`src/rtl/core/subpixel_quadratic_refine_core_macros.svh`:
```
// ----------------------------------------------------------------------------
// Subpixel quadratic refine: assertion macros
// Concurrent checks clocked on clk and disabled during rst.
// ----------------------------------------------------------------------------
`ifndef SUBPIXEL_QUADRATIC_REFINE_CORE_MACROS_SVH
`define SUBPIXEL_QUADRATIC_REFINE_CORE_MACROS_SVH

`ifndef NO_ASSERTIONS
// same-cycle implication
`define SQR_ASSERT_IMPLY(label, ante, cons) \
  label: assert property (@(posedge clk) disable iff (rst) (ante) |-> (cons)) \
    else $error("sqr assertion failed");
// next-cycle implication
`define SQR_ASSERT_NEXT(label, ante, cons) \
  label: assert property (@(posedge clk) disable iff (rst) (ante) |=> (cons)) \
    else $error("sqr assertion failed");
`else
`define SQR_ASSERT_IMPLY(label, ante, cons)
`define SQR_ASSERT_NEXT(label, ante, cons)
`endif

`endif

```
`src/rtl/core/sqr_pkg.sv`:
```
// ----------------------------------------------------------------------------
// Subpixel quadratic refine: package
// Widths, fit constants, solver term codes, FSM states and shared structs.
// ----------------------------------------------------------------------------
package sqr_pkg;

  localparam int SampleW    = 16;
  localparam int CoordBits  = 12;
  localparam int HalfPatch  = 2;
  localparam int PatchSide  = 2 * HalfPatch + 1;
  localparam int PatchCount = PatchSide * PatchSide;
  localparam int IdxW       = $clog2(PatchCount + 1);
  localparam int PosW       = $clog2(PatchSide);
  localparam int WeightW    = 4;

  // dot products stay below 2^21 in magnitude
  localparam int SumW  = 22;
  localparam int SopW  = 31;
  localparam int ProdW = 52;
  localparam int MagW  = ProdW - 1;
  localparam int RemW  = MagW + 1;

  localparam int FracBits = 12;
  localparam int DivSteps = FracBits + 1;
  localparam int StepW    = $clog2(DivSteps);
  localparam int QuoW     = FracBits + 3;
  localparam int OffW     = 15;

  localparam logic signed [SopW-1:0] KDenAb = SopW'(400);
  localparam logic signed [SopW-1:0] KDenEe = SopW'(49);
  localparam logic signed [SopW-1:0] KNum   = SopW'(280);
  localparam logic signed [SopW-1:0] KCross = SopW'(98);

  typedef struct packed {
    logic signed [SumW-1:0] a;
    logic signed [SumW-1:0] b;
    logic signed [SumW-1:0] c;
    logic signed [SumW-1:0] d;
    logic signed [SumW-1:0] e;
  } sqr_coef_t;

  typedef enum logic [2:0] {
    TERM_AB,
    TERM_EE,
    TERM_BC,
    TERM_DE,
    TERM_AD,
    TERM_CE
  } sqr_term_t;

  typedef enum logic [3:0] {
    ST_IDLE,
    ST_LOAD,
    ST_MUL,
    ST_ACC,
    ST_MAG,
    ST_CHECK,
    ST_DIV_INIT,
    ST_DIV_STEP,
    ST_DIV_STORE,
    ST_EMIT
  } sqr_state_t;

  typedef struct packed {
    logic      capture;
    logic      load;
    logic      mul;
    logic      acc;
    logic      mag;
    logic      check;
    logic      div_init;
    logic      div_step;
    logic      div_store;
    logic      emit;
    logic      axis;
    sqr_term_t term;
  } sqr_cmd_t;

  typedef struct packed {
    logic rejected;
    logic out_free;
  } sqr_status_t;

endpackage

```
`src/rtl/core/sqr_accum.sv`:
```
// ----------------------------------------------------------------------------
// Subpixel quadratic refine: patch accumulator
// Walks the 5x5 patch and builds the five weighted sums a..e per sample.
// ----------------------------------------------------------------------------
module sqr_accum (
  input  logic                               clk,
  input  logic                               rst,
  input  logic                               accept,
  input  logic                               last,
  input  logic signed [sqr_pkg::SampleW-1:0] sample,
  output sqr_pkg::sqr_coef_t                 coef_final
);

  logic [sqr_pkg::IdxW-1:0] idx;
  logic [sqr_pkg::PosW-1:0] xi;
  logic [sqr_pkg::PosW-1:0] yi;
  sqr_pkg::sqr_coef_t       sums;
  sqr_pkg::sqr_coef_t       sums_next;
  logic                     active;

  logic signed [sqr_pkg::WeightW-1:0] xs;
  logic signed [sqr_pkg::WeightW-1:0] ys;
  logic signed [sqr_pkg::WeightW-1:0] wa;
  logic signed [sqr_pkg::WeightW-1:0] wb;
  logic signed [sqr_pkg::WeightW-1:0] we;

  // sample times a small weight in {0, +-1, +-2, +-4}
  function automatic logic signed [sqr_pkg::SumW-1:0] weigh(
    input logic signed [sqr_pkg::SampleW-1:0] s,
    input logic signed [sqr_pkg::WeightW-1:0] w
  );
    logic signed [sqr_pkg::SumW-1:0] se;
    logic signed [sqr_pkg::SumW-1:0] r;
    se = sqr_pkg::SumW'(s);
    unique case (w)
      4'sd1:   r = se;
      -4'sd1:  r = -se;
      4'sd2:   r = se <<< 1;
      -4'sd2:  r = -(se <<< 1);
      4'sd4:   r = se <<< 2;
      -4'sd4:  r = -(se <<< 2);
      default: r = '0;
    endcase
    return r;
  endfunction

  assign active = idx < sqr_pkg::IdxW'(sqr_pkg::PatchCount);
  assign xs = sqr_pkg::WeightW'(xi) - sqr_pkg::WeightW'(sqr_pkg::HalfPatch);
  assign ys = sqr_pkg::WeightW'(yi) - sqr_pkg::WeightW'(sqr_pkg::HalfPatch);
  assign wa = xs * xs - 4'sd2;
  assign wb = ys * ys - 4'sd2;
  assign we = xs * ys;

  always_comb begin
    sums_next = sums;
    if (active) begin
      sums_next.a = sums.a + weigh(sample, wa);
      sums_next.b = sums.b + weigh(sample, wb);
      sums_next.c = sums.c + weigh(sample, xs);
      sums_next.d = sums.d + weigh(sample, ys);
      sums_next.e = sums.e + weigh(sample, we);
    end
  end

  assign coef_final = sums_next;

  always_ff @(posedge clk) begin
    if (rst) begin
      idx  <= '0;
      xi   <= '0;
      yi   <= '0;
      sums <= '0;
    end else if (accept) begin
      if (last) begin
        idx  <= '0;
        xi   <= '0;
        yi   <= '0;
        sums <= '0;
      end else if (active) begin
        idx  <= idx + 1'b1;
        sums <= sums_next;
        if (yi == sqr_pkg::PosW'(sqr_pkg::PatchSide - 1)) begin
          yi <= '0;
          xi <= xi + 1'b1;
        end else begin
          yi <= yi + 1'b1;
        end
      end
    end
  end

endmodule

```
`config.mk`:
```
export PLATFORM = sky130hd
export DESIGN_NAME = sqr_accum
export DESIGN_NICKNAME = d
export VERILOG_FILES = /design/src/rtl/core/subpixel_quadratic_refine_core_macros.svh /design/src/rtl/core/sqr_pkg.sv /design/src/rtl/core/sqr_accum.sv
export SDC_FILE = /design/constraint.sdc
export NUM_CORES = 1
export LEC_CHECK = 0
export BUFFER_PORTS_ARGS = -buffer_cell sky130_fd_sc_hd__buf_4
export CORE_MARGIN = 5
export CORE_UTILIZATION = 35
export DETAILED_ROUTE_END_ITERATION = 7
export PLACE_DENSITY = 0.61
export SYNTH_ARGS = -nofsm -noshare
export SYNTH_HDL_FRONTEND = slang
export SYNTH_SLANG_ARGS = --single-unit
```
`constraint.sdc`:
```
create_clock -name clk -period 20.2 [get_ports clk]
set_input_delay 3.03 -clock clk [delete_from_list [all_inputs] [get_ports clk]]
set_output_delay 3.03 -clock clk [all_outputs]
set_load 0.02 [all_outputs]
```
# == After elaboration in Yosys (flattened, before gate mapping) ==
# Index checks and enable logic that the tools add are counted.
# W data, S select, Z words.
# op_classes
mux,21
add_sub_neg,15
reduce_logical,4
order_cmp,1
mul,3
n_eq_ne,31
# op_table
cell,count
$pmux W22 S6,5
$mux W110,3
$add A22 B22 Y22,5
$mux W22,5
$eq A4 B4 Y1 const B,15
$neg A16 Y22,1
$neg A17 Y22,1
$neg A18 Y22,1
$eq A4 B1 Y1 const B,5
$eq A4 B2 Y1 const B,5
$eq A4 B3 Y1 const B,5
$mux W3,6
$mul A4 B4 Y4,3
$mux W5,2
$sub A3 B2 Y4 const B,2
$sub A4 B3 Y4 const B,2
$add A3 B1 Y3 const B,2
$add A5 B1 Y5 const B,1
$lt A5 B5 Y1 const B,1
$reduce_bool A2 Y1,2
$eq A3 B3 Y1 const B,1
$reduce_and A3 Y1,1
$reduce_and A2 Y1,1
# word_totals
inputBits,20
output_inout_bits,110
wordCells,83
regBits,121

# == Logic depth before layout (Yosys ltp) ==
# depth
word_depth,10
mapped_depth,27
ltp_nobuf,25

# == Least setup slack after synthesis ==
# Ideal clock, no wire load.
# synth_path
kind,input to output
from,in sample[0] in the netlist's numbering
to,out coef_final[87] in the netlist's numbering
setup_slack_ps,9570
path_buffers,2
arrival_time_ps,7600
required_time_ps,17170
stages,21
cell_sequence,clkbuf_1 -> inv_1 -> ha_1 -> nor2b_1 -> nand3_1 -> or3_1 -> clkbuf_1 -> nor2_1 -> xnor2_1 -> a222oi_1 -> inv_1 -> ha_1 -> and3_1 -> a221oi_1 -> o21ai_0 -> a21oi_1 -> o221ai_1 -> o41ai_1 -> xor2_1 -> nor2_1 -> xnor2_1
# synth_rtl
element,line,text
"start, declared",sqr_accum.sv:10,"input logic signed [sqr_pkg::SampleW-1:0] sample,"
"end, declared",sqr_accum.sv:11,output sqr_pkg::sqr_coef_t coef_final

==> flow_summary.toml <==
[finish]
syn2layout_area_growth_pct = 13.09
n_fill_cell = 4004
postLayoutCoreUtil_pct = 40.09
drive_gt1_share_pct = 10.99
antenna_cells = 0
nets = 2087
postLayoutCellArea_mm2 = 0.01549

[floorplan]
die_area_mm2 = 0.04320
ioPinCount = 130
die_h_um = 207.8
placementRows = 72
die_x_um = 207.8
core_mm2 = 0.03865
start_util_pct = 35.45

[global_route]
grt_use_total_pct = 23.03
antenna_found_initial = 0
grt_use_met1_pct = 30.53
grt_max_degree = 68
grt.busiest_layer = "met2"
grt_pass1_wl_um = 80870
use_met3_pct = 4.080
gr-usage-met2_pct = 37.17
grt-ovfl-total = 0
grt_pass1_vias = 14069

[setup_path]
startpoint_type = "input port"
timing.critical_path.fanout_max = 11
worstPathRequired_ps = 17170
path_cells = "buf_4 > inv_1 > ha_1 > nor2b_1 > nand3_1 > or3_1 > nor2_1 > xnor2_1 > a222oi_1 > inv_1 > ha_1 > and3_1 > a221oi_1 > o21ai_0 > a21oi_1 > o221ai_1 > o41ai_1 > xor2_1 > nor2_1 > xnor2_1 > buf_4"
cp_data_arrival_time_ps = 8770
cpMaxStageDelayCell = "or3_1"
crit_family = "simple AND/OR/NAND/NOR gates"
crit_path_end_kind = "output port"
worstSetupPathType = "in2out"
critPathMaxStageDelay_ps = 640
cp_num_buf_inv = 4

[power]
p_leak_nw = 6.641
ir_worst_vdd_mv = 0.06260
cellPowerDensity_mw_per_mm2 = 69.30

[logic_synthesis]
yosysMostFrequentCell = "nand2_1"
yosys-top-cells-count = "253 x nand2_1, 197 x o21ai_0, 190 x a21oi_1, 133 x nor2_1, 125 x ha_1"
synth_top_area_share_pct = 17.68
yosys.cell_types.count = 90
synthFlopType = "dfxtp_1"
syn-instance-count = 1906
synth_area_mm2 = 0.01370
synth_largest_area_cell = "dfxtp_1"
synth.avg_cell_area_um2 = 7.188
synth_area_leaders = "dfxtp_1 18%, ha_1 11%, o21ai_0 7.2%"
synth_edf_count = 0
async_flop_share_pct = 0
synth-seq-cells = 121
yosys_warnings = 0
ys_seq_area_share_pct = 17.68
syn_nets = 2056

[sta]
relSlewSlack_pct = 12.89
tns_ps = 0
post-route-period-util_pct = 58.40
finalHoldViolations = 0
holdWs_ps = 486.2
period_minus_slack_ps = 11800
tightest_slew_ps = 1302
rsz0062_at_grt = "no"
finClkSkew_ps = 8.636
drv_slew = 0
max_freq_ghz = 0.08477
setup_violations = 0
worst_slack_ps = 8404

[cts]
cts_setup_buffers = 0
cts_root_buffer = "clkbuf_16"
hold_buffers = 0
cts_resized = 0
clock_latency_ps = 450
clockBufferDepth = 2
clkTransAtPathRegs_ps = 60
numCtsBuffers = 17
cts_sinks = 121
cts_tree = "yes"
h-tree-depth = 4

[drt]
wl_um = 51980
dr.pass1.iters = 8
drc_errors = 42
num_vias = 14817
ant_nets = 0
wl_per_cell_um = 21.09
routed_via_density = 6.011
first_iter_violations = 1616

[outcome]
status = "finished with violations"
violations = "design-rule violations"

[run]
cap_violations = 0

[place]
dp_hpwl_um = 37940
place_area_mm2 = 0.01496
gp_congestion = 0.9952
io_buffer_count = 129
post-place-ws_ps = 8687

[worst_hold_path]
min_path_type = "reg2reg"
==> path summary, 6_finish.rpt <==
path,start,to,slack (ps),cells after the start
worst max register to register,yi[1],sums[21],12730,24
worst max-delay path,sample[0],coef_final[87],8400,21
worst min-delay path,sums[36],sums[36],490,2
worst min register to register,sums[36],sums[36],490,2
==> placed cells by master (no fill, tap or decap), types with 53 or more instances in the layout <==
master,instances
a21oi_1,190
a22o_1,73
buf_4,145
dfxtp_1,121
ha_1,125
inv_1,57
nand2_1,253
nor2_1,131
o21ai_0,197
xnor2_1,68
xor2_1,53
==> kinds of logic (layout without fill, tap and decap cells) <==
logic type / Yosys count / in the layout / synth area share (%)
AND/OR/NAND/NOR: 587 / 587 / 20.11
multiplexers: 7 / 7 / 0.5662
adder cells (fa/ha/maj): 130 / 130 / 12.15
AO/OA/AOI/OAI: 748 / 748 / 36.10
XOR/XNOR: 123 / 123 / 7.964
buffers and inverters: 190 / 231 / 5.425
flip-flops: 121 / 121 / 17.68
==> per-layer routing <==
layer  vias up  part of all wire (%)
met4         0                   3.6
li1       7149                     -
met5         -                     0
met2       606                    45
met3       105                   6.6
met1      6957                    45
==> metrics by stage <==
| stage | cells | power, W |
|---|---|---|
| floorplan | 1906 | 0.0006100 |
| global placement | 2436 | 0.0007750 |
| detailed placement | 2436 | 0.0007801 |
| CTS | 2465 | 0.001081 |
| global route | 2465 | 0.001137 |
| finish | 2465 | 0.001074 |
==> state kept, by name, indices dropped and copies added, names as in the netlist <==
register,cells
sums,110
idx,5
xi,3
yi,3
==> final cells by class <==
cell class,instances,area (um^2),share of cell area (%)
Inverter,57,214.0,1.381
Clock buffer,20,456.7,2.948
Multi-Input combinational cell,1595,10590,68.33
Clock inverter,9,77.57,0.5007
Timing Repair Buffer,145,1089,7.026
Sequential cell,121,2422,15.64
Tap cell,518,648.1,4.183
==> worst reg2reg max path, stage by stage, from the launching register on <==
cell      delay [ps]
dfxtp_1          490
inv_1            140
ha_1             500
nor2_1           100
ha_1             310
ha_1             310
ha_1             220
xnor2_1          170
xnor2_1          100
xnor3_1          890
nand3_1          390
a21oi_1          880
o21ai_0          200
and2_1           240
inv_1             60
ha_1             240
a211oi_1         340
o21ai_0          210
a211oi_1         230
nor2_1           100
o211ai_1         210
a21oi_1          160
or3b_1           420
a31o_1           220
mux2_4           250
==> power by group <==
group          switching, W  internal, W  total, W
logic              0.000306     0.000201  0.000507
registers         0.0000147     0.000255  0.000270
clock network      0.000125     0.000172  0.000297
total              0.000445     0.000629   0.00107
(Power assumes the default switching activity.)
