File: config.mk
export PLATFORM = sky130hd
export DESIGN_NAME = sqr_datapath_flat
export DESIGN_NICKNAME = d
export VERILOG_FILES = /design/src/rtl/core/subpixel_quadratic_refine_core_macros.svh /design/src/rtl/core/sqr_pkg.sv /design/src/rtl/core/sqr_out_if.sv /design/src/rtl/core/sqr_datapath.sv /design/src/flat_wrapper.sv
export SDC_FILE = /design/constraint.sdc
export NUM_CORES = 2
export LEC_CHECK = 0
export ABC_CLOCK_PERIOD_IN_PS = 6600
export BUFFER_PORTS_ARGS = -buffer_cell sky130_fd_sc_hd__buf_2
export CAP_MARGIN = 20
export CORE_UTILIZATION = 55
export DETAILED_ROUTE_END_ITERATION = 16
export HOLD_SLACK_MARGIN = 0.06
export PLACE_DENSITY = 0.74
export SLEW_MARGIN = 20
export SYNTH_ARGS = -nofsm -noshare
export SYNTH_HDL_FRONTEND = slang
export SYNTH_SLANG_ARGS = --single-unit
export TNS_END_PERCENT = 30
File: constraint.sdc
create_clock -name clk -period 6.6 [get_ports clk]
set_clock_uncertainty 0.05 [all_clocks]
set_input_delay 0.33 -clock clk [delete_from_list [all_inputs] [get_ports clk]]
set_output_delay 0.33 -clock clk [all_outputs]
set_load 0.05 [all_outputs]
File: src/rtl/core/subpixel_quadratic_refine_core_macros.svh
// ----------------------------------------------------------------------------
// Subpixel quadratic refine: assertion macros
// Concurrent checks clocked on clk and disabled during rst.
// ----------------------------------------------------------------------------
`ifndef SUBPIXEL_QUADRATIC_REFINE_CORE_MACROS_SVH
`define SUBPIXEL_QUADRATIC_REFINE_CORE_MACROS_SVH

`ifndef NO_ASSERTIONS
// same-cycle implication
`define SQR_ASSERT_IMPLY(label, ante, cons) \
  label: assert property (@(posedge clk) disable iff (rst) (ante) |-> (cons)) \
    else $error("sqr assertion failed");
// next-cycle implication
`define SQR_ASSERT_NEXT(label, ante, cons) \
  label: assert property (@(posedge clk) disable iff (rst) (ante) |=> (cons)) \
    else $error("sqr assertion failed");
`else
`define SQR_ASSERT_IMPLY(label, ante, cons)
`define SQR_ASSERT_NEXT(label, ante, cons)
`endif

`endif

File: src/rtl/core/sqr_pkg.sv
// ----------------------------------------------------------------------------
// Subpixel quadratic refine: package
// Widths, fit constants, solver term codes, FSM states and shared structs.
// ----------------------------------------------------------------------------
package sqr_pkg;

  localparam int SampleW    = 16;
  localparam int CoordBits  = 12;
  localparam int HalfPatch  = 2;
  localparam int PatchSide  = 2 * HalfPatch + 1;
  localparam int PatchCount = PatchSide * PatchSide;
  localparam int IdxW       = $clog2(PatchCount + 1);
  localparam int PosW       = $clog2(PatchSide);
  localparam int WeightW    = 4;

  // dot products stay below 2^21 in magnitude
  localparam int SumW  = 22;
  localparam int SopW  = 31;
  localparam int ProdW = 52;
  localparam int MagW  = ProdW - 1;
  localparam int RemW  = MagW + 1;

  localparam int FracBits = 12;
  localparam int DivSteps = FracBits + 1;
  localparam int StepW    = $clog2(DivSteps);
  localparam int QuoW     = FracBits + 3;
  localparam int OffW     = 15;

  localparam logic signed [SopW-1:0] KDenAb = SopW'(400);
  localparam logic signed [SopW-1:0] KDenEe = SopW'(49);
  localparam logic signed [SopW-1:0] KNum   = SopW'(280);
  localparam logic signed [SopW-1:0] KCross = SopW'(98);

  typedef struct packed {
    logic signed [SumW-1:0] a;
    logic signed [SumW-1:0] b;
    logic signed [SumW-1:0] c;
    logic signed [SumW-1:0] d;
    logic signed [SumW-1:0] e;
  } sqr_coef_t;

  typedef enum logic [2:0] {
    TERM_AB,
    TERM_EE,
    TERM_BC,
    TERM_DE,
    TERM_AD,
    TERM_CE
  } sqr_term_t;

  typedef enum logic [3:0] {
    ST_IDLE,
    ST_LOAD,
    ST_MUL,
    ST_ACC,
    ST_MAG,
    ST_CHECK,
    ST_DIV_INIT,
    ST_DIV_STEP,
    ST_DIV_STORE,
    ST_EMIT
  } sqr_state_t;

  typedef struct packed {
    logic      capture;
    logic      load;
    logic      mul;
    logic      acc;
    logic      mag;
    logic      check;
    logic      div_init;
    logic      div_step;
    logic      div_store;
    logic      emit;
    logic      axis;
    sqr_term_t term;
  } sqr_cmd_t;

  typedef struct packed {
    logic rejected;
    logic out_free;
  } sqr_status_t;

endpackage

File: src/rtl/core/sqr_out_if.sv
// ----------------------------------------------------------------------------
// Subpixel quadratic refine: result channel
// Valid/ready channel carrying one refined corner per transaction.
// ----------------------------------------------------------------------------
interface sqr_out_if;
  logic                                 valid;
  logic                                 ready;
  logic        [sqr_pkg::CoordBits-1:0] out_x;
  logic        [sqr_pkg::CoordBits-1:0] out_y;
  logic signed [sqr_pkg::OffW-1:0]      offset_x;
  logic signed [sqr_pkg::OffW-1:0]      offset_y;
  logic                                 rejected;

  modport source (output valid, output out_x, output out_y, output offset_x,
                  output offset_y, output rejected, input ready);
  modport sink (input valid, input out_x, input out_y, input offset_x,
                input offset_y, input rejected, output ready);
endinterface

File: src/rtl/core/sqr_datapath.sv
// ----------------------------------------------------------------------------
// Subpixel quadratic refine: solver datapath
// Shared multiplier, determinant accumulators, restoring divider, result reg.
// ----------------------------------------------------------------------------
module sqr_datapath (
  input  logic                                clk,
  input  logic                                rst,
  input  sqr_pkg::sqr_cmd_t                   cmd,
  input  sqr_pkg::sqr_coef_t                  coef_in,
  input  logic [sqr_pkg::CoordBits-1:0]       corner_x,
  input  logic [sqr_pkg::CoordBits-1:0]       corner_y,
  output sqr_pkg::sqr_status_t                status,
  sqr_out_if.source                           results
);

  sqr_pkg::sqr_coef_t                  coef;
  logic [sqr_pkg::CoordBits-1:0]       cx;
  logic [sqr_pkg::CoordBits-1:0]       cy;
  logic signed [sqr_pkg::SopW-1:0]     sop;
  logic signed [sqr_pkg::SumW-1:0]     mop;
  logic signed [sqr_pkg::SopW-1:0]     load_sop;
  logic signed [sqr_pkg::SumW-1:0]     load_mop;
  logic signed [sqr_pkg::SopW+sqr_pkg::SumW-1:0] mul_res;
  logic signed [sqr_pkg::ProdW-1:0]    prod;
  logic signed [sqr_pkg::ProdW-1:0]    den;
  logic signed [sqr_pkg::ProdW-1:0]    nx;
  logic signed [sqr_pkg::ProdW-1:0]    ny;
  logic [sqr_pkg::MagW-1:0]            uden;
  logic [sqr_pkg::MagW-1:0]            unx;
  logic [sqr_pkg::MagW-1:0]            uny;
  logic                                flip_x;
  logic                                flip_y;
  logic                                rej;
  logic [sqr_pkg::RemW-1:0]            rem;
  logic [sqr_pkg::QuoW-1:0]            quo;
  logic signed [sqr_pkg::OffW-1:0]     ox;
  logic signed [sqr_pkg::OffW-1:0]     oy;

  logic [sqr_pkg::RemW-1:0]            num_ext;
  logic [sqr_pkg::RemW-1:0]            den_ext;
  logic [sqr_pkg::RemW-1:0]            den_twice;
  logic [sqr_pkg::RemW-1:0]            rem_shift;
  logic [sqr_pkg::QuoW:0]              quo_inc;
  logic [sqr_pkg::QuoW-1:0]            rounded;
  logic signed [sqr_pkg::OffW-1:0]     off_val;

  function automatic logic [sqr_pkg::MagW-1:0] magnitude(
    input logic signed [sqr_pkg::ProdW-1:0] v
  );
    logic signed [sqr_pkg::ProdW-1:0] p;
    p = v[sqr_pkg::ProdW-1] ? -v : v;
    return p[sqr_pkg::MagW-1:0];
  endfunction

  always_comb begin
    load_sop = '0;
    load_mop = '0;
    unique case (cmd.term)
      sqr_pkg::TERM_AB: begin
        load_sop = sqr_pkg::SopW'(coef.a) * sqr_pkg::KDenAb;
        load_mop = coef.b;
      end
      sqr_pkg::TERM_EE: begin
        load_sop = sqr_pkg::SopW'(coef.e) * sqr_pkg::KDenEe;
        load_mop = coef.e;
      end
      sqr_pkg::TERM_BC: begin
        load_sop = sqr_pkg::SopW'(coef.b) * sqr_pkg::KNum;
        load_mop = coef.c;
      end
      sqr_pkg::TERM_DE: begin
        load_sop = sqr_pkg::SopW'(coef.d) * sqr_pkg::KCross;
        load_mop = coef.e;
      end
      sqr_pkg::TERM_AD: begin
        load_sop = sqr_pkg::SopW'(coef.a) * sqr_pkg::KNum;
        load_mop = coef.d;
      end
      sqr_pkg::TERM_CE: begin
        load_sop = sqr_pkg::SopW'(coef.c) * sqr_pkg::KCross;
        load_mop = coef.e;
      end
      default: begin
        load_sop = '0;
        load_mop = '0;
      end
    endcase
  end

  assign mul_res   = sop * mop;
  assign num_ext   = {1'b0, (cmd.axis ? uny : unx)};
  assign den_ext   = {1'b0, uden};
  assign den_twice = {uden, 1'b0};
  assign rem_shift = {rem[sqr_pkg::RemW-2:0], 1'b0};
  assign quo_inc   = {1'b0, quo} + 1'b1;
  assign rounded   = quo_inc[sqr_pkg::QuoW:1];
  assign off_val   = (cmd.axis ? flip_y : flip_x) ? -$signed(sqr_pkg::OffW'(rounded))
                                                  : $signed(sqr_pkg::OffW'(rounded));

  always_ff @(posedge clk) begin
    if (cmd.capture) begin
      coef <= coef_in;
      cx   <= corner_x;
      cy   <= corner_y;
    end
    if (cmd.load) begin
      sop <= load_sop;
      mop <= load_mop;
    end
    if (cmd.mul) begin
      prod <= mul_res[sqr_pkg::ProdW-1:0];
    end
    if (cmd.acc) begin
      unique case (cmd.term)
        sqr_pkg::TERM_AB: den <= prod;
        sqr_pkg::TERM_EE: den <= den - prod;
        sqr_pkg::TERM_BC: nx  <= prod;
        sqr_pkg::TERM_DE: nx  <= nx - prod;
        sqr_pkg::TERM_AD: ny  <= prod;
        sqr_pkg::TERM_CE: ny  <= ny - prod;
        default: ;
      endcase
    end
    if (cmd.mag) begin
      uden   <= magnitude(den);
      unx    <= magnitude(nx);
      uny    <= magnitude(ny);
      // offset is -n/den
      flip_x <= nx[sqr_pkg::ProdW-1] == den[sqr_pkg::ProdW-1];
      flip_y <= ny[sqr_pkg::ProdW-1] == den[sqr_pkg::ProdW-1];
    end
    if (cmd.check) begin
      rej <= (uden == '0) || ({1'b0, unx} > den_twice) || ({1'b0, uny} > den_twice);
    end
    if (cmd.div_init) begin
      priority if (num_ext >= den_twice) begin
        rem <= num_ext - den_twice;
        quo <= sqr_pkg::QuoW'(2);
      end else if (num_ext >= den_ext) begin
        rem <= num_ext - den_ext;
        quo <= sqr_pkg::QuoW'(1);
      end else begin
        rem <= num_ext;
        quo <= '0;
      end
    end
    if (cmd.div_step) begin
      if (rem_shift >= den_ext) begin
        rem <= rem_shift - den_ext;
        quo <= {quo[sqr_pkg::QuoW-2:0], 1'b1};
      end else begin
        rem <= rem_shift;
        quo <= {quo[sqr_pkg::QuoW-2:0], 1'b0};
      end
    end
    if (cmd.div_store) begin
      if (cmd.axis) begin
        oy <= off_val;
      end else begin
        ox <= off_val;
      end
    end
    if (cmd.emit) begin
      results.out_x    <= cx;
      results.out_y    <= cy;
      results.offset_x <= rej ? '0 : ox;
      results.offset_y <= rej ? '0 : oy;
      results.rejected <= rej;
    end
  end

  always_ff @(posedge clk) begin
    if (rst) begin
      results.valid <= 1'b0;
    end else if (cmd.emit) begin
      results.valid <= 1'b1;
    end else if (results.ready) begin
      results.valid <= 1'b0;
    end
  end

  assign status.rejected = rej;
  assign status.out_free = !results.valid || results.ready;

endmodule

File: src/flat_wrapper.sv
// flat-port wrapper written by rule: the top's interface ports become plain ports
module sqr_datapath_flat 
  (clk, rst, cmd, coef_in, corner_x, corner_y, status, results_valid, results_out_x, results_out_y, results_offset_x, results_offset_y, results_rejected, results_ready);
  sqr_out_if results_i ();
  input  logic clk;
  input  logic rst;
  input  sqr_pkg::sqr_cmd_t cmd;
  input  sqr_pkg::sqr_coef_t coef_in;
  input  logic [sqr_pkg::CoordBits-1:0] corner_x;
  input  logic [sqr_pkg::CoordBits-1:0] corner_y;
  output sqr_pkg::sqr_status_t status;
  output wire logic [$bits(results_i.valid)-1:0] results_valid;
  output wire logic [$bits(results_i.out_x)-1:0] results_out_x;
  output wire logic [$bits(results_i.out_y)-1:0] results_out_y;
  output wire logic [$bits(results_i.offset_x)-1:0] results_offset_x;
  output wire logic [$bits(results_i.offset_y)-1:0] results_offset_y;
  output wire logic [$bits(results_i.rejected)-1:0] results_rejected;
  input wire logic [$bits(results_i.ready)-1:0] results_ready;
  assign results_valid = results_i.valid;
  assign results_out_x = results_i.out_x;
  assign results_out_y = results_i.out_y;
  assign results_offset_x = results_i.offset_x;
  assign results_offset_y = results_i.offset_y;
  assign results_rejected = results_i.rejected;
  assign results_i.ready = results_ready;
  sqr_datapath u_core (.clk(clk), .rst(rst), .cmd(cmd), .coef_in(coef_in), .corner_x(corner_x), .corner_y(corner_y), .status(status), .results(results_i));
endmodule
; ---- Yosys cells after proc, flatten, opt, wreduce, memory -nomap -nowiden
; Index checks and enable logic that the tools add are counted.
; Widths: inputs -> output; s select.
[word_totals]
ff_bits = 703
in_bits = 151
output_inout_bits = 58
word_cells = 100
[op_classes]
add_sub_neg = 11
n_mul = 7
magnitude_cmp = 5
n_eq_ne = 7
muxes = 23
bitwise_logic = 1
reduce_logical = 17
[op_table]
columns = op, n
row1 = $mux 51, 9
row2 = $pmux 52 s2, 3
row3 = $pmux 31 s6, 1
row4 = $sub 52x52->52, 3
row5 = $neg 51->51, 3
row6 = $sub 51x51->51, 3
row7 = $gt 51x52->1, 2
row8 = $pmux 22 s4, 1
row9 = $mul 22x7->29 const B, 3
row10 = $mux 15, 4
row11 = $mul 22x7->28 const B, 2
row12 = $ge 51x52->1, 1
row13 = $ge 52x51->1, 1
row14 = $mul 31x22->52, 1
row15 = $ge 51x51->1, 1
row16 = $logic_not 51->1, 1
row17 = $mul 22x6->27 const B, 1
row18 = $add 15x1->16 const B, 1
row19 = $neg 15->15, 1
row20 = $reduce_and 2->1, 5
row21 = $reduce_bool 2->1, 5
row22 = $eq 3x2->1 const B, 2
row23 = $eq 3x3->1 const B, 2
row24 = $mux 1, 5
row25 = other kinds (7), 10

; ---- Longest topological paths before layout
[depth]
depth_word = 6
ltp_mapped = 28
mapped_depth_nobuf = 26

; ---- Worst setup path after synthesis
; OpenSTA, ideal clock, no wires.
[synth_path]
kind = reg-to-reg
start = register u_core.mop[12] (netlist bit)
end = register u_core.prod[48] (netlist bit) (data pin)
arrival_time_ns = 6.731
t_required_ns = 6.289
slack_ns = -0.442
path_stages_with_launch = 26
n_path_buf = 2
synth_period_minus_slack_ns = 7.042
path_cell_list = edfxtp_1 clkbuf_1 and2_1 fa_1 inv_1 fa_1 inv_1 fa_1 fa_1 fa_1 fa_1 inv_1 fa_1 inv_1 ha_1 clkbuf_1 nand3_1 nor3_1 nand2_1 nor2_1 o21ai_0 a31oi_1 o221ai_1 a21oi_1 a21oi_1 a311o_1
[synth_via]
elab_chain_cells = 1
[synth_lines]
columns = element, line_no
row1 = start: declaration, sqr_datapath.sv:20  ; logic signed [sqr_pkg::SumW-1:0] mop;
row2 = start signal: assignment, sqr_datapath.sv:108  ; mop <= load_mop;
row3 = $mul 31x22->52, sqr_datapath.sv:90  ; assign mul_res = sop * mop;
row4 = "via u_core.mul_res, one bit", sqr_datapath.sv:23  ; logic signed [sqr_pkg::SopW+sqr_pkg::SumW-1:0] mul_res;
row5 = end signal: assignment, sqr_datapath.sv:111  ; prod <= mul_res[sqr_pkg::ProdW-1:0];
row6 = end: declaration, sqr_datapath.sv:24  ; logic signed [sqr_pkg::ProdW-1:0] prod;
; The timed path passes the listed nets, and every way through them passes these cells.
; A chain may end at the register's enable or synchronous reset.

; ---- Worst setup path in the final report
[layout_path]
start = register u_core.mop[11] (netlist bit)
end = register u_core.prod[49] (netlist bit) (data pin)
; The elaborated chain is that of the path after synthesis.

==> results_dict.tcl <==
set metrics [dict create \
    synth_top_family_by_area "adder cells" \
    num_vias 70600 \
    ios 209 \
    ys_ff_latch 703 \
    violations "negative setup slack" \
    wire_per_inst_microns 20.5 \
    crit_required_ns 7.02 \
    setup_viol 23 \
    die_w_microns 401 \
    clk_latency_ns 0.75 \
    die_y_microns 401 \
    yosysUniqueCellTypes 88 \
    cp-end-kind "flop" \
    rr_worst_depth 25 \
    synth-xor-area-share_pct 6.07 \
    cts_tree "built" \
    wirelength_microns 247000 \
    crit_type "flop to flop" \
    drive_gt1_share_pct 10.2 \
    crit_arrival_ns 7.46 \
    ys.flop_type "edfxtp_1" \
    synthCells 9409 \
    netlist_area_sq_um 87700 \
    num_rows 146 \
    numPortBuffers 208 \
    ys_seq_area_share_pct 24.1 \
    worst-path-max-fanout 4 \
    relSlewSlack_pct 24.7 \
    drcViolationCount 0 \
    path_clk_slew_ns 0.06 \
    final_common_cell "inv_1" \
    yosys.area_share.adder_pct 33.2 \
    grt_use_total_pct 30.6 \
    hp-class "input pin to flop" \
    ant_nets 0 \
    synthMuxAreaShare_pct 0.941 \
    drt_iter0_markers 5596 \
    htreeDepth 3 \
    vias_per_cell 5.85 \
    synth_compound_area_share_pct 14.9 \
    syn_area_per_cell_sq_um 9.32 \
    fill_cells 12700 \
    fin_hold_ws_ns 0.174 \
    tightest_slew_ns 1.13 \
    hold_violations 0 \
    async_reset_ff_share_pct 0 \
    antenna_found_initial 7 \
    outcome "finished with violations" \
    r2r-end "u_core.prod[49]$_DFFE_PP_" \
    grt_max_degree 95 \
    clock.fmax_mhz 142 \
    gp_congestion 1.00 \
    hp-start "cmd[5]" \
    r2r_start "u_core.mop[11]$_DFFE_PP_" \
    synth_edf_count 702 \
    layout_setup_ws_ns -0.441 \
    start_kind "flop" \
    area_growth_syn_to_layout_pct 12.8 \
    maxSlewViolCount 0 \
    cap_violations 0 \
    syn-num-nets 11400 \
    first_pass_iters 6 \
    rsz0062_at_grt "true" \
    r2r_slack_ns -0.44 \
    cts_root_buffer "clkbuf_16" \
    tns_ns -5.60 \
    period_needed_ns 7.04 \
    clock-sinks 703 \
    fin_crit_sh_pct 107 \
    grt_pass1_wl_microns 391000 \
    ys_warn_count 0 \
    final_cell_mix "inv_1 (1435), ha_1 (1015), nand2_1 (907)" \
    hpwlAfterDp_microns 200000 \
    min_to "u_core.ox[10]$_DFFE_PP_" \
    yosys.area_share.simple_pct 13.2 \
    worstHoldPathCells 3 \
    initial_utilization_pct 55.4 \
    die_area_sq_um 161000 \
    clock_path_buffers 3 \
    first_global_vias 72800 \
    core_region_area_sq_um 158000 \
    cts_made_buffers 83 \
    grt_overflow_total 0 \
    final_nets 11900 \
]
==> critical path: stages (launching register included) <==
cell	delay [ns]
edfxtp_1	0.44
buf_6	0.15
buf_4	0.14
and2_4	0.16
fa_1	0.50
inv_1	0.06
fa_1	0.53
inv_1	0.05
fa_2	0.55
fa_1	0.44
fa_1	0.52
fa_1	0.54
inv_1	0.05
fa_1	0.53
inv_1	0.06
ha_4	0.26
a21oi_4	0.13
nor2_1	0.05
a211o_1	0.26
a22oi_2	0.24
a21oi_4	0.12
o41ai_4	0.40
a31o_2	0.25
o21bai_1	0.08
a21oi_2	0.14
xnor2_1	0.07
==> cell type report <==
type                       count  area [sq um]  share of cell area [%]
multi-input combinational   6926         60800                    61.5
sequential                   703         21100                    21.3
timing repair buffer         745          5880                    5.95
inverter                    1470          5520                    5.58
tap                         2072          2590                    2.62
clock buffer                  96          2130                    2.15
clock inverter                58           855                   0.864
antenna                        8          20.0                  0.0202
==> worst max-delay path by stage <==
stage | startpoint | end | slack, ns | depth (start not counted)
finish | u_core.mop[11]$_DFFE_PP_ | u_core.prod[49]$_DFFE_PP_ | -0.44 | 25
global route | u_core.mop[4]$_DFFE_PP_ | u_core.prod[49]$_DFFE_PP_ | -0.66 | 25
CTS | u_core.mop[6]$_DFFE_PP_ | u_core.prod[49]$_DFFE_PP_ | -0.42 | 25
detailed placement | u_core.mop[4]$_DFFE_PP_ | u_core.prod[46]$_DFFE_PP_ | -0.59 | 26
global placement | u_core.mop[4]$_DFFE_PP_ | u_core.prod[48]$_DFFE_PP_ | -0.46 | 26
floorplan | u_core.sop[30]$_DFFE_PP_ | u_core.prod[48]$_DFFE_PP_ | -0.002 | 24
==> Yosys cell counts, types with 23 or more instances <==
master / count / area, sq um
or4_1: 23 / 173
xor2_1: 188 / 1650
o21ai_0: 506 / 2530
a21boi_0: 24 / 180
nor2b_1: 123 / 769
inv_1: 1469 / 5510
edfxtp_1: 702 / 21100
nand3_1: 121 / 606
ha_1: 1036 / 13000
o41ai_1: 30 / 263
and3_1: 53 / 332
o22ai_1: 34 / 213
a31oi_1: 57 / 357
xnor2_1: 420 / 3680
a211oi_1: 74 / 556
a21oi_1: 517 / 2590
mux2_2: 52 / 586
or3_1: 43 / 269
o21bai_1: 53 / 398
o31ai_1: 74 / 556
nand4_1: 91 / 569
nor3_1: 106 / 531
o211ai_1: 64 / 480
and2_1: 321 / 2010
nor4_1: 42 / 263
nand2b_1: 96 / 601
fa_1: 807 / 16200
o221ai_1: 25 / 219
nor2_1: 330 / 1240
a22oi_1: 32 / 240
clkbuf_1: 295 / 1110
mux2i_1: 24 / 240
a21o_1: 244 / 1830
o21a_1: 65 / 488
nand2_1: 918 / 3450
==> timing repair <==
| action | CTS | global route |
|---|---|---|
| endpoints found under the setup margin | 26 | 33 |
| gates cloned | 3 | 0 |
| pin swaps | 90 | 84 |
| setup buffers | 29 | 12 |
| gates resized for setup | 86 | 102 |
| hold endpoints to repair | 213 | 0 |
| hold buffers | 141 | 0 |
==> layer usage <==
metal  share of wire [%]  track usage, %  routed length (microns)
met1                  40            38.3                    99800
met2                  47            51.1                   116000
met3                 6.9            4.63                    17100
met4                 5.9            16.5                    14700
met5              0.0040               0                       10
==> sequential cells by signal, summed over array words and instances, names as in the netlist, 12 cells and up <==
name and flops:
u_core.coef 110, u_core.cx 12, u_core.cy 12, u_core.den 52, u_core.mop 22, u_core.nx 52
u_core.ny 52, u_core.ox 15, u_core.oy 15, u_core.prod 52, u_core.quo 15, u_core.rem 51
u_core.results.offset_x 15, u_core.results.offset_y 15, u_core.results.out_x 12, u_core.results.out_y 12, u_core.sop 31, u_core.uden 51
u_core.unx 51, u_core.uny 51
==> through the flow <==
stage	setup WS, ns	cells	utilization (%)	instance area [sq um]
after floorplan	-0.00215	9409	-	88200
after global placement	-0.461	11700	59.0	93400
after detailed placement	-0.587	11700	59.0	93500
after CTS	-0.415	12100	62.2	98500
after global routing	-0.655	12100	62.5	98900
final	-0.441	12100	62.5	98900
==> logic make-up after synthesis <==
kind of cell	count (synthesis)
AND/OR/NAND/NOR	2366
AO/OA/AOI/OAI	2033
adder cells (fa/ha/maj)	1843
buffers and inverters	1780
flip-flops	703
XOR/XNOR	608
multiplexers	76
Power is not shown: default switching activity piles up to over one toggle a cycle in this logic, so the estimate is an artifact.
