**src/rtl/core/subpixel_quadratic_refine_core_macros.svh**
```systemverilog
// ----------------------------------------------------------------------------
// Subpixel quadratic refine: assertion macros
// Concurrent checks clocked on clk and disabled during rst.
// ----------------------------------------------------------------------------
`ifndef SUBPIXEL_QUADRATIC_REFINE_CORE_MACROS_SVH
`define SUBPIXEL_QUADRATIC_REFINE_CORE_MACROS_SVH

`ifndef NO_ASSERTIONS
// same-cycle implication
`define SQR_ASSERT_IMPLY(label, ante, cons) \
  label: assert property (@(posedge clk) disable iff (rst) (ante) |-> (cons)) \
    else $error("sqr assertion failed");
// next-cycle implication
`define SQR_ASSERT_NEXT(label, ante, cons) \
  label: assert property (@(posedge clk) disable iff (rst) (ante) |=> (cons)) \
    else $error("sqr assertion failed");
`else
`define SQR_ASSERT_IMPLY(label, ante, cons)
`define SQR_ASSERT_NEXT(label, ante, cons)
`endif

`endif

```
**src/rtl/core/sqr_pkg.sv**
```systemverilog
// ----------------------------------------------------------------------------
// Subpixel quadratic refine: package
// Widths, fit constants, solver term codes, FSM states and shared structs.
// ----------------------------------------------------------------------------
package sqr_pkg;

  localparam int SampleW    = 16;
  localparam int CoordBits  = 12;
  localparam int HalfPatch  = 2;
  localparam int PatchSide  = 2 * HalfPatch + 1;
  localparam int PatchCount = PatchSide * PatchSide;
  localparam int IdxW       = $clog2(PatchCount + 1);
  localparam int PosW       = $clog2(PatchSide);
  localparam int WeightW    = 4;

  // dot products stay below 2^21 in magnitude
  localparam int SumW  = 22;
  localparam int SopW  = 31;
  localparam int ProdW = 52;
  localparam int MagW  = ProdW - 1;
  localparam int RemW  = MagW + 1;

  localparam int FracBits = 12;
  localparam int DivSteps = FracBits + 1;
  localparam int StepW    = $clog2(DivSteps);
  localparam int QuoW     = FracBits + 3;
  localparam int OffW     = 15;

  localparam logic signed [SopW-1:0] KDenAb = SopW'(400);
  localparam logic signed [SopW-1:0] KDenEe = SopW'(49);
  localparam logic signed [SopW-1:0] KNum   = SopW'(280);
  localparam logic signed [SopW-1:0] KCross = SopW'(98);

  typedef struct packed {
    logic signed [SumW-1:0] a;
    logic signed [SumW-1:0] b;
    logic signed [SumW-1:0] c;
    logic signed [SumW-1:0] d;
    logic signed [SumW-1:0] e;
  } sqr_coef_t;

  typedef enum logic [2:0] {
    TERM_AB,
    TERM_EE,
    TERM_BC,
    TERM_DE,
    TERM_AD,
    TERM_CE
  } sqr_term_t;

  typedef enum logic [3:0] {
    ST_IDLE,
    ST_LOAD,
    ST_MUL,
    ST_ACC,
    ST_MAG,
    ST_CHECK,
    ST_DIV_INIT,
    ST_DIV_STEP,
    ST_DIV_STORE,
    ST_EMIT
  } sqr_state_t;

  typedef struct packed {
    logic      capture;
    logic      load;
    logic      mul;
    logic      acc;
    logic      mag;
    logic      check;
    logic      div_init;
    logic      div_step;
    logic      div_store;
    logic      emit;
    logic      axis;
    sqr_term_t term;
  } sqr_cmd_t;

  typedef struct packed {
    logic rejected;
    logic out_free;
  } sqr_status_t;

endpackage

```
**src/rtl/core/sqr_ctrl.sv**
```systemverilog
// ----------------------------------------------------------------------------
// Subpixel quadratic refine: solver controller
// Sequences six products, range check, both divisions if not rejected, emit.
// ----------------------------------------------------------------------------
module sqr_ctrl (
  input  logic                 clk,
  input  logic                 rst,
  input  logic                 launch,
  input  sqr_pkg::sqr_status_t status,
  output sqr_pkg::sqr_cmd_t    cmd,
  output logic                 busy
);

  sqr_pkg::sqr_state_t       state;
  sqr_pkg::sqr_state_t       state_next;
  sqr_pkg::sqr_term_t        term;
  sqr_pkg::sqr_term_t        term_next;
  logic                      axis;
  logic                      axis_next;
  logic [sqr_pkg::StepW-1:0] step;
  logic [sqr_pkg::StepW-1:0] step_next;

  always_ff @(posedge clk) begin
    if (rst) begin
      state <= sqr_pkg::ST_IDLE;
      term  <= sqr_pkg::TERM_AB;
      axis  <= 1'b0;
      step  <= '0;
    end else begin
      state <= state_next;
      term  <= term_next;
      axis  <= axis_next;
      step  <= step_next;
    end
  end

  always_comb begin
    state_next = state;
    term_next  = term;
    axis_next  = axis;
    step_next  = step;
    cmd        = '0;
    cmd.term   = term;
    cmd.axis   = axis;
    unique case (state)
      sqr_pkg::ST_IDLE: begin
        cmd.capture = launch;
        if (launch) begin
          term_next  = sqr_pkg::TERM_AB;
          state_next = sqr_pkg::ST_LOAD;
        end
      end
      sqr_pkg::ST_LOAD: begin
        cmd.load   = 1'b1;
        state_next = sqr_pkg::ST_MUL;
      end
      sqr_pkg::ST_MUL: begin
        cmd.mul    = 1'b1;
        state_next = sqr_pkg::ST_ACC;
      end
      sqr_pkg::ST_ACC: begin
        cmd.acc = 1'b1;
        unique case (term)
          sqr_pkg::TERM_AB: term_next = sqr_pkg::TERM_EE;
          sqr_pkg::TERM_EE: term_next = sqr_pkg::TERM_BC;
          sqr_pkg::TERM_BC: term_next = sqr_pkg::TERM_DE;
          sqr_pkg::TERM_DE: term_next = sqr_pkg::TERM_AD;
          sqr_pkg::TERM_AD: term_next = sqr_pkg::TERM_CE;
          default:          term_next = sqr_pkg::TERM_AB;
        endcase
        state_next = (term == sqr_pkg::TERM_CE) ? sqr_pkg::ST_MAG : sqr_pkg::ST_LOAD;
      end
      sqr_pkg::ST_MAG: begin
        cmd.mag    = 1'b1;
        state_next = sqr_pkg::ST_CHECK;
      end
      sqr_pkg::ST_CHECK: begin
        cmd.check  = 1'b1;
        axis_next  = 1'b0;
        state_next = sqr_pkg::ST_DIV_INIT;
      end
      sqr_pkg::ST_DIV_INIT: begin
        if (status.rejected) begin
          state_next = sqr_pkg::ST_EMIT;
        end else begin
          cmd.div_init = 1'b1;
          step_next    = '0;
          state_next   = sqr_pkg::ST_DIV_STEP;
        end
      end
      sqr_pkg::ST_DIV_STEP: begin
        cmd.div_step = 1'b1;
        if (step == sqr_pkg::StepW'(sqr_pkg::DivSteps - 1)) begin
          state_next = sqr_pkg::ST_DIV_STORE;
        end else begin
          step_next = step + 1'b1;
        end
      end
      sqr_pkg::ST_DIV_STORE: begin
        cmd.div_store = 1'b1;
        if (axis) begin
          state_next = sqr_pkg::ST_EMIT;
        end else begin
          axis_next  = 1'b1;
          state_next = sqr_pkg::ST_DIV_INIT;
        end
      end
      sqr_pkg::ST_EMIT: begin
        if (status.out_free) begin
          cmd.emit   = 1'b1;
          state_next = sqr_pkg::ST_IDLE;
        end
      end
      default: state_next = sqr_pkg::ST_IDLE;
    endcase
  end

  assign busy = state != sqr_pkg::ST_IDLE;

endmodule

```
**config.mk**
```make
export PLATFORM = sky130hd
export DESIGN_NAME = sqr_ctrl
export DESIGN_NICKNAME = d
export VERILOG_FILES = /design/src/rtl/core/subpixel_quadratic_refine_core_macros.svh /design/src/rtl/core/sqr_pkg.sv /design/src/rtl/core/sqr_ctrl.sv
export SDC_FILE = /design/constraint.sdc
export NUM_CORES = 1
export LEC_CHECK = 0
export BUFFER_PORTS_ARGS = -buffer_cell sky130_fd_sc_hd__buf_2
export CAP_MARGIN = 20
export CORE_MARGIN = 5
export CORE_UTILIZATION = 41
export CTS_CLUSTER_SIZE = 40
export DETAILED_ROUTE_END_ITERATION = 12
export SYNTH_ARGS = -nofsm -noshare
export SYNTH_HDL_FRONTEND = slang
export SYNTH_SLANG_ARGS = --single-unit
```
**constraint.sdc**
```tcl
create_clock -name clk -period 1.7 [get_ports clk]
set_input_delay 0.17 -clock clk [delete_from_list [all_inputs] [get_ports clk]]
set_output_delay 0.17 -clock clk [all_outputs]
set_load 0.01 [all_outputs]
```
* Yosys cells after proc, flatten, opt, wreduce, memory -nomap -nowiden
Index checks and enable logic that the tools add are counted.
** Cells by class
- Add/sub/neg operators :: 1
- Multipliers :: 0
- Divide/modulo/power cells :: 0
- $lt $le $gt $ge :: 0
- Eq/ne operators :: 20
- Shift operators :: 0
- Muxes and demuxes :: 26
- Bitwise gates (word level) :: 0
- Reductions and logical operators :: 9
** Operators by type and width (count)
- $pmux W4 S10 :: 1
- $mux W4 :: 7
- $eq A4 B3 Y1 const B :: 4
- $pmux W3 S5 :: 1
- $eq A4 B4 Y1 const B :: 3
- $mux W1 :: 12
- $ne A2 B2 Y1 const B :: 5
- $eq A4 B2 Y1 const B :: 2
- $pmux W4 S2 :: 1
- $eq A3 B2 Y1 const B :: 2
- $eq A3 B3 Y1 const B :: 2
- $mux W3 :: 2
- $pmux W3 S2 :: 1
- $reduce_and A3 Y1 :: 2
- $reduce_bool A2 Y1 :: 3
- $add A4 B1 Y4 const B :: 1
- $eq A4 B1 Y1 const B :: 1
- $logic_not A4 Y1 :: 1
- $reduce_bool A4 Y1 :: 1
- $eq A3 B1 Y1 const B :: 1
- $logic_not A3 Y1 :: 1
- $pmux W1 S2 :: 1
- $reduce_and A2 Y1 :: 1
** Word-level totals
- Flip-flop bits (word level) :: 12
- Latch bits :: 0
- RAM bits :: 0
- Bits in read-only memories :: 0
- Bits of input ports :: 5
- Output and inout bits :: 15
- Word-level logic and storage cells :: 60
- Memories :: 0

* Logic depth before layout (Yosys ltp)
Gate-level depths: netlist (run 1).
- Depth after elaboration :: 3
- Gate-level depth with buffers :: 6

* Worst setup path before layout (run 1)
OpenSTA, ideal clock, no wires.
- Path type :: reg-to-reg
- Start :: register step[0] (netlist bit)
- End :: register step[3] (netlist bit)
- Arrival time :: 1447 ps
- Data required time :: 1630 ps
- Path slack :: 183 ps
- Cell stages (with the launch flop) :: 7
- Cells stage by stage :: dfxtp_1 inv_1 ha_1 and3_1 o32a_4 or3_1 a21boi_1
** Between the ends
- Cells in the longest elaborated chain, start to end :: 3
** Ends and longest elaborated chain
- from (decl) :: line sqr_ctrl.sv:20 : logic [sqr_pkg::StepW-1:0] step;
- from (signal assigned) :: line sqr_ctrl.sv:33 : step <= step_next;
- $add A4 B1 Y4 or $eq A4 B4 Y1 (tied branches) :: line sqr_ctrl.sv:96, sqr_ctrl.sv:93
- $mux W4 or $ne A2 B2 Y1 (tied branches)
- $pmux W4 S2 or $reduce_and A3 Y1 (tied branches)
Parallel ways exist; a longest one is shown, timed or not. The select of a mux whose other input is x is not followed.
A chain may end at the register's enable or synchronous reset.

==> impl_metrics.tcl, run 1 <==
set metrics [dict create \
    max_freq_mhz 623.3 \
    worst_pin_slew_ns 0.3697 \
    finalHoldViolCount 0 \
    layout.nets 132 \
    min_to "state[3]$_SDFFE_PP0P_" \
    synth_top_flop_cell "dfxtp_1" \
    power_density_nw_per_um2 672.4 \
    diodes 0 \
    leakage_uw 0.0004343 \
    grt_util_all_layers_pct 14.37 \
    synth_edf_count 0 \
    max_slew_margin_pct 75.00 \
    register_area_um2 242.7 \
    cp_slowest_cell "dfxtp_1" \
    synth_cells 105 \
    chipHeight_um 54.47 \
    synthesis.nets 112 \
    clock-sinks 12 \
    ioPinCount 20 \
    clock_latency_ns 0.27 \
    vias 791 \
    cp_max_fo 7 \
    grt_overflow 0 \
    min_from "status[0]" \
    syn2layout_area_growth_pct 18.36 \
    layout_commonest_cell "buf_2" \
    cts_buffers 3 \
    fin_skew_ns 0.002274 \
    synth_seq_area_share_pct 29.63 \
    port-buffer-count 19 \
    cts_hold_buf 0 \
    crit_arrival_ns 1.43 \
    timing.rr.end "step[3]$_SDFFE_PP0P_" \
    core_area_um2 1922 \
    antenna_left 0 \
    initial_core_util_pct 42.19 \
    timing.final.crit_period_ns 1.604 \
    cts_buffer_depth 2 \
    cts_tree "built" \
    htree_num_levels 1 \
    cp.required_ns 1.53 \
    r2r_setup_slack_ns 0.11 \
    layout_common_cells "buf_2, nor2_1, dfxtp_1" \
    synthTopCellsByArea "dfxtp_1, nor2_1, a21oi_1" \
    synth_cell_types 38 \
    grt_pass1_vias 695 \
    drtPass1Iterations 4 \
    cp-end-kind "output pin" \
    routedWlPerCell_um 11.90 \
    clk_pin_slew_ns 0.07 \
    dpl.hpwl_um 1393 \
    syn-mean-instance-area_um2 7.722 \
    drive_above_1_share_pct 29.03 \
    cap_viol_max_count 0 \
    peakVddDrop_mv 0.3295 \
    slew_viol_final 0 \
    start_kind "register" \
    synth_top_area_share_pct 29.63 \
    rsz0062_at_grt "false" \
    antenna_found_initial 0 \
    wl_um 1797 \
    cts_root_buf "clkbuf_4" \
    setup.worst_path.class "reg2out" \
    multi_input_area_um2 499.2 \
    rows 16 \
    yosys.area.top_type "dfxtp_1" \
    hold_class "in2reg" \
    viasPerCell 5.238 \
    async_flop_share_pct 0 \
    dieArea_um2 2967 \
    ys_ff_latch 12 \
    grt_max_degree 13 \
    status "finished clean" \
    ys_warn_count 0 \
    setup_tns_ns 0 \
    setup_ws_ns 0.09557 \
    die_w_um 54.47 \
    fillers 204 \
    crit_chain "buf_4 > or2_1 > nor2_2 > buf_2" \
    syn-cell-area_um2 810.8 \
    drtIter0Drc 10 \
    final-setup-viol-count 0 \
    drc 0 \
    holdPathStages 3 \
    gp_congestion 0.7807 \
    r2r_cells 6 \
    r2r_start "step[0]$_SDFFE_PP0P_" \
    grt_pass1_wl_um 3056 \
    post-route-period-util_pct 94.38 \
    slowest_delay_ns 0.36 \
    pre_cts_ws_ns 0.05309 \
]
[cell families after synthesis]
family / share of synthesized area, %
and+or+nand+nor: 33.64
AOI/OAI and AO/OA: 23.30
buffers and inverters: 9.105
DFF: 29.63
adders and majority gates: 3.086
muxes: 1.235
[state kept, by name (all words and copies together) (netlist names)]
name,flops
state,4
step,4
term,3
axis,1
[worst max-delay path by stage]
stage,from,end,slack [ns],depth (start not counted)
final,state[2]$_SDFFE_PP0P_,cmd[10],0.1,4
after global routing,state[2]$_SDFFE_PP0P_,cmd[10],0.007,4
after CTS,step[0]$_SDFFE_PP0P_,step[3]$_SDFFE_PP0P_,0.04,6
after detailed placement,step[0]$_SDFFE_PP0P_,step[3]$_SDFFE_PP0P_,0.05,6
after global placement,step[0]$_SDFFE_PP0P_,step[3]$_SDFFE_PP0P_,0.14,6
after floorplan,step[0]$_SDFFE_PP0P_,step[3]$_SDFFE_PP0P_,0.18,6
[Yosys cell counts (2+ instances only)]
| cell | number |
|---|---|
| a21boi_1 | 2 |
| a21oi_1 | 9 |
| a31oi_1 | 3 |
| and3_1 | 3 |
| buf_2 | 2 |
| buf_4 | 3 |
| clkbuf_1 | 2 |
| dfxtp_1 | 12 |
| ha_1 | 2 |
| inv_1 | 6 |
| nand2_1 | 5 |
| nand2b_1 | 2 |
| nand3_1 | 2 |
| nand3b_1 | 2 |
| nor2_1 | 13 |
| nor3_1 | 4 |
| nor4b_1 | 2 |
| o21ai_0 | 6 |
| o21bai_1 | 2 |
| or2_2 | 2 |
| or3_1 | 4 |
[critical path, delay by kind of cell, from the launching register on]
family / cells / cell delay [ns]
buffers and inverters: 2 / 0.32
flip-flops: 1 / 0.36
AND/OR/NAND/NOR: 2 / 0.48
[repair_timing]
action	4_1_cts	5_1_grt
setup buffers	0	0
gates resized for setup	0	3
endpoints found under the setup margin	0	2
[stage by stage]
stage	instances	instance area, um^2	utilization, %	hold WS (ns)	power (uW)
3_5_place_dp	147	918.4	47.79	0.4832	426.6
2_1_floorplan	105	810.8	-	0.3618	383.9
3_3_place_gp	147	918.4	47.79	0.4765	426.3
6_report	151	959.7	49.93	0.1974	645.3
5_1_grt	151	959.7	49.93	0.2127	683.1
4_1_cts	151	954.7	49.67	0.1905	651.4
[power by group]
part | internal (uW) | leakage [uW] | switching (uW)
logic | 52.3 | 0.000315 | 69.3
clock network | 130 | 0.0000210 | 95.0
registers | 288 | 0.0000982 | 10.3
total | 471 | 0.000434 | 175
[metal layers]
layer  share of wire, %  vias to the layer above  GRT usage (%)
li1                   -                      409              -
met1                 48                      360          18.23
met2                 46                       18          22.71
met3                5.7                        4          5.177
met4               0.89                        0          4.149
met5                  0                        -              0
[cell type report]
class	instances	share of cell area, %
clock buffer	4	3.781
multi-input combinational	79	52.02
timing repair buffer	23	13.04
sequential	12	25.29
inverter	6	2.347
tap	27	3.520
No activity file was read; power rests on OpenSTA's default activity.
==> inputs of run 2 (changes only) <==
- CTS_BUF_LIST: default -> sky130_fd_sc_hd__clkbuf_2 sky130_fd_sc_hd__clkbuf_4 sky130_fd_sc_hd__clkbuf_8
- PLACE_DENSITY: default -> 0.7
==> impl_metrics.tcl, run 2 (synthesis results as in run 1) <==
set metrics [dict create \
    grt_util_all_layers_pct 14.69 \
    rows 16 \
    worst_pin_slew_ns 0.3585 \
    cp.required_ns 1.53 \
    cts_hold_buf 0 \
    fin_skew_ns 0.004706 \
    dp.cells 146 \
    crit_chain "buf_4 > or2_1 > nor2_1 > buf_2" \
    clock-sinks 12 \
    dpl.hpwl_um 1428 \
    final_util_pct 49.74 \
    grt_overflow 0 \
    cts_tree "built" \
    die_w_um 54.47 \
    cts_buffer_depth 2 \
    power_density_nw_per_um2 678.1 \
    start_kind "register" \
    timing.rr.end "step[3]$_SDFFE_PP0P_" \
    leakage_uw 0.0004309 \
    reg_top3 "state (4), step (4), term (3)" \
    seq_power_share_pct 45.8 \
    setup.worst_path.class "reg2out" \
    slowest_delay_ns 0.34 \
    max_slew_margin_pct 75.48 \
    switching_share_pct 27.38 \
    slew_viol_final 0 \
    syn2layout_area_growth_pct 17.90 \
    drive_above_1_share_pct 28.46 \
    final-setup-viol-count 0 \
    cp_slowest_cell "dfxtp_1" \
    dieArea_um2 2967 \
    clock_latency_ns 0.27 \
    htree_num_levels 1 \
    combPwrFrac_pct 18.9 \
    fillers 202 \
    max_freq_mhz 629.8 \
    post_cts_buffers 0 \
    initial_core_util_pct 42.19 \
    antenna_found_initial 0 \
    post-route-period-util_pct 93.40 \
    layout_common_cells "buf_2, nor2_1, dfxtp_1" \
    diodes 0 \
    drtIter0Drc 14 \
    gp_congestion 0.8037 \
    hold_class "in2reg" \
    ioPinCount 20 \
    p_sw_uw 177.5 \
    core_area_um2 1922 \
    drc 0 \
    setup_tns_ns 0 \
    peakVddDrop_mv 0.5192 \
    min_to "state[3]$_SDFFE_PP0P_" \
    grt_max_degree 13 \
    grt_pass1_wl_um 3118 \
    cp-end-kind "output pin" \
    cp_max_fo 8 \
    timing.final.crit_period_ns 1.588 \
    power.internal_uw 470.7 \
    grt_pass1_vias 718 \
    min_from "status[0]" \
    r2r_cells 4 \
    layout.nets 131 \
    wl_um 1908 \
    drtPass1Iterations 7 \
    cts_root_buf "clkbuf_4" \
    crit_arrival_ns 1.42 \
    viasPerCell 5.360 \
    instances_no_fill 150 \
    clockPowerShare_pct 35.3 \
    holdPathStages 3 \
    chipHeight_um 54.47 \
    status "finished clean" \
    vias 804 \
    cts.repair.resized 0 \
    antenna_left 0 \
    layout_commonest_cell "buf_2" \
    cts_buffers 3 \
    routedWlPerCell_um 12.72 \
    r2r_setup_slack_ns 0.11 \
    finalHoldViolCount 0 \
    clk_pin_slew_ns 0.08 \
    r2r_start "state[3]$_SDFFE_PP0P_" \
    cap_viol_max_count 0 \
    port-buffer-count 19 \
]
run 2: changes by cell type in the layout (fill, tap and decap cells not counted), sizes merged:
cell,delta
buf,-1
run 2: critical path, delay by kind of cell, from the launching register on:
family | cells | cell delay (ns)
buffers and inverters | 2 | 0.32
AND/OR/NAND/NOR | 2 | 0.49
flip-flops | 1 | 0.34
run 2: power by group through the flow:
stage / clock (uW) / sequential, uW / combinational, uW
after floorplan: 0 / 304 / 80.2
after global routing: 255 / 298 / 138
final: 229 / 297 / 123
after detailed placement: 0 / 304 / 122
after global placement: 0 / 303 / 121
after CTS: 237 / 297 / 122
run 2: area by class of cell:
type                    count  area, um^2  share of cell area, %
multi-input cells          79       503.0                  52.62
flip-flops and latches     12       242.7                  25.39
repair buffers             22       117.6                  12.30
clock buffers               4       36.28                  3.796
well taps                  27       33.78                  3.534
inverters                   6       22.52                  2.356
run 2: worst max-delay path by stage:
stage / startpoint / depth (start not counted) / end / slack, ns
global route: state[3]$_SDFFE_PP0P_ / 4 / step[3]$_SDFFE_PP0P_ / -0.0003
finish: state[2]$_SDFFE_PP0P_ / 4 / cmd[10] / 0.11
detailed placement: step[0]$_SDFFE_PP0P_ / 6 / step[3]$_SDFFE_PP0P_ / 0.07
floorplan: step[0]$_SDFFE_PP0P_ / 6 / step[3]$_SDFFE_PP0P_ / 0.18
global placement: step[0]$_SDFFE_PP0P_ / 6 / step[3]$_SDFFE_PP0P_ / 0.14
CTS: step[0]$_SDFFE_PP0P_ / 6 / step[3]$_SDFFE_PP0P_ / 0.06
run 2: metrics by stage:
step                power, uW  setup WS [ns]  cell area (um^2)  hold slack [ns]
detailed placement      425.2        0.07235             910.9           0.4759
floorplan               383.9         0.1834             810.8           0.3618
finish                  648.2         0.1121             955.9           0.2106
global placement        424.3         0.1449             910.9           0.4760
CTS                     656.4        0.05977             947.2           0.1983
global route            691.9     -0.0003104             955.9           0.2150
run 2: layer usage:
layer	global-route usage (%)	wire, um	vias to the layer above
li1	-	-	407
met2	22.91	890	21
met4	7.469	17	0
met1	18.79	926	374
met3	3.270	74	2
met5	0	0	-
==> inputs of run 3 (changes only) <==
- clock period: 1.7 -> 1.87 ns (I/O delays scaled with it)
==> impl_metrics.tcl, run 3 (synthesis results as in run 1) <==
set metrics [dict create \
    max_freq_mhz 608.8 \
    layout.nets 129 \
    rsz0062_at_grt "false" \
    grt_overflow 0 \
    crit_arrival_ns 1.87 \
    htree_num_levels 1 \
    gp_congestion 0.7647 \
    drc 0 \
    holdPathStages 3 \
    ioPinCount 20 \
    cts_buffer_depth 2 \
    cp_slowest_cell "dfxtp_1" \
    layout_commonest_cell "buf_2" \
    dieArea_um2 2967 \
    post-route-period-util_pct 87.83 \
    die_w_um 54.47 \
    layout_common_cells "buf_2, nor2_1, dfxtp_1" \
    initial_core_util_pct 42.19 \
    post_cts_buffers 0 \
    r2r_setup_slack_ns 0.23 \
    peakVddDrop_mv 0.3844 \
    dpl.hpwl_um 1399 \
    routedWlPerCell_um 12.68 \
    min_from "status[0]" \
    wl_um 1876 \
    instances_no_fill 148 \
    clk_pin_slew_ns 0.08 \
    port-buffer-count 19 \
    cts_root_buf "clkbuf_4" \
    drive_above_1_share_pct 24.79 \
    status "finished clean" \
    diodes 0 \
    fillers 207 \
    drtPass1Iterations 4 \
    viasPerCell 5.466 \
    max_slew_margin_pct 72.39 \
    grt_util_all_layers_pct 15.04 \
    cts_buffers 3 \
    r2r_cells 4 \
    drtIter0Drc 9 \
    core_area_um2 1922 \
    leakage_uw 0.0004178 \
    finalHoldViolCount 0 \
    cts_hold_buf 0 \
    setup.worst_path.class "reg2reg" \
    fin_area_um2 932.1 \
    fin_skew_ns 0.001762 \
    r2r_start "state[2]$_SDFFE_PP0P_" \
    clock_latency_ns 0.29 \
    cts.repair.resized 0 \
    slowest_delay_ns 0.54 \
    crit_chain "nand2b_2 > o32a_4 > or3_1 > a21boi_1" \
    power_density_nw_per_um2 641.2 \
    clock-sinks 12 \
    cp-end-kind "register" \
    place_area_um2 895.9 \
    grt_pass1_vias 756 \
    final-setup-viol-count 0 \
    grt_max_degree 15 \
    dp.cells 144 \
    chipHeight_um 54.47 \
    reg_top3 "state (4), step (4), term (3)" \
    vias 809 \
    hold_class "in2reg" \
    grt_pass1_wl_um 3180 \
    rows 16 \
    timing.rr.end "step[3]$_SDFFE_PP0P_" \
    timing.final.crit_period_ns 1.642 \
    syn2layout_area_growth_pct 14.97 \
    min_to "state[3]$_SDFFE_PP0P_" \
    cp_max_fo 10 \
    slew_viol_final 0 \
    worst_pin_slew_ns 0.4037 \
    cp.required_ns 2.10 \
    cap_viol_max_count 0 \
    antenna_found_initial 0 \
    setup_tns_ns 0 \
    cts_tree "built" \
    antenna_left 0 \
    start_kind "register" \
]
[run 3: cell count changes in the layout (fill, tap and decap cells not counted)]
cell     delta
buf_4       -2
dfxtp_1     +2
dfxtp_2     -2
nor4b_1     +1
nor4b_2     -1
[run 3: final cells by class]
type	count	area [um^2]	area share, %
multi-input combinational	79	496.7	53.29
sequential	12	240.2	25.77
timing repair buffer	20	102.6	11.01
clock buffer	4	36.28	3.893
tap	27	33.78	3.624
inverter	6	22.52	2.416
[run 3: where the power goes]
part	switching (uW)	internal, uW	leakage [uW]
Clock	103	119	0.0000210
Sequential	17.0	262	0.0000971
Combinational	52.7	43.9	0.000300
Total	173	425	0.000418
[run 3: how the worst max path moves through the flow]
| stage | endpoint | slack, ns | from |
|---|---|---|---|
| 6_report | step[3]$_SDFFE_PP0P_ | 0.23 | state[2]$_SDFFE_PP0P_ |
| 5_1_grt | step[3]$_SDFFE_PP0P_ | 0.11 | state[2]$_SDFFE_PP0P_ |
| 4_1_cts | step[3]$_SDFFE_PP0P_ | 0.22 | step[0]$_SDFFE_PP0P_ |
| 3_5_place_dp | step[3]$_SDFFE_PP0P_ | 0.24 | step[0]$_SDFFE_PP0P_ |
| 3_3_place_gp | step[3]$_SDFFE_PP0P_ | 0.30 | state[2]$_SDFFE_PP0P_ |
| 2_1_floorplan | step[3]$_SDFFE_PP0P_ | 0.35 | step[0]$_SDFFE_PP0P_ |
[run 3: per-stage QoR]
stage	worst slack [ns]	power [uW]	hold WS (ns)	util (%)
after detailed placement	0.2420	380.8	0.4801	46.61
after CTS	0.2197	599.7	0.2166	48.50
final	0.2276	597.7	0.2123	48.50
after floorplan	0.3534	349.0	0.3788	-
after global placement	0.2999	380.3	0.4743	46.61
after global routing	0.1145	623.6	0.2414	48.50
[run 3: per-layer routing]
metal,wire length [um],GRT usage [%],vias to the layer above
li1,-,-,407
met2,874,24.70,16
met3,103,2.725,5
met1,856,17.68,381
met4,42,9.959,0
met5,0,0,-
[run 3: critical path, delay by kind of cell (launching register included)]
family | cells | cell delay, ns
flip-flops | 1 | 0.54
AO/OA/AOI/OAI | 2 | 0.54
AND/OR/NAND/NOR | 2 | 0.49
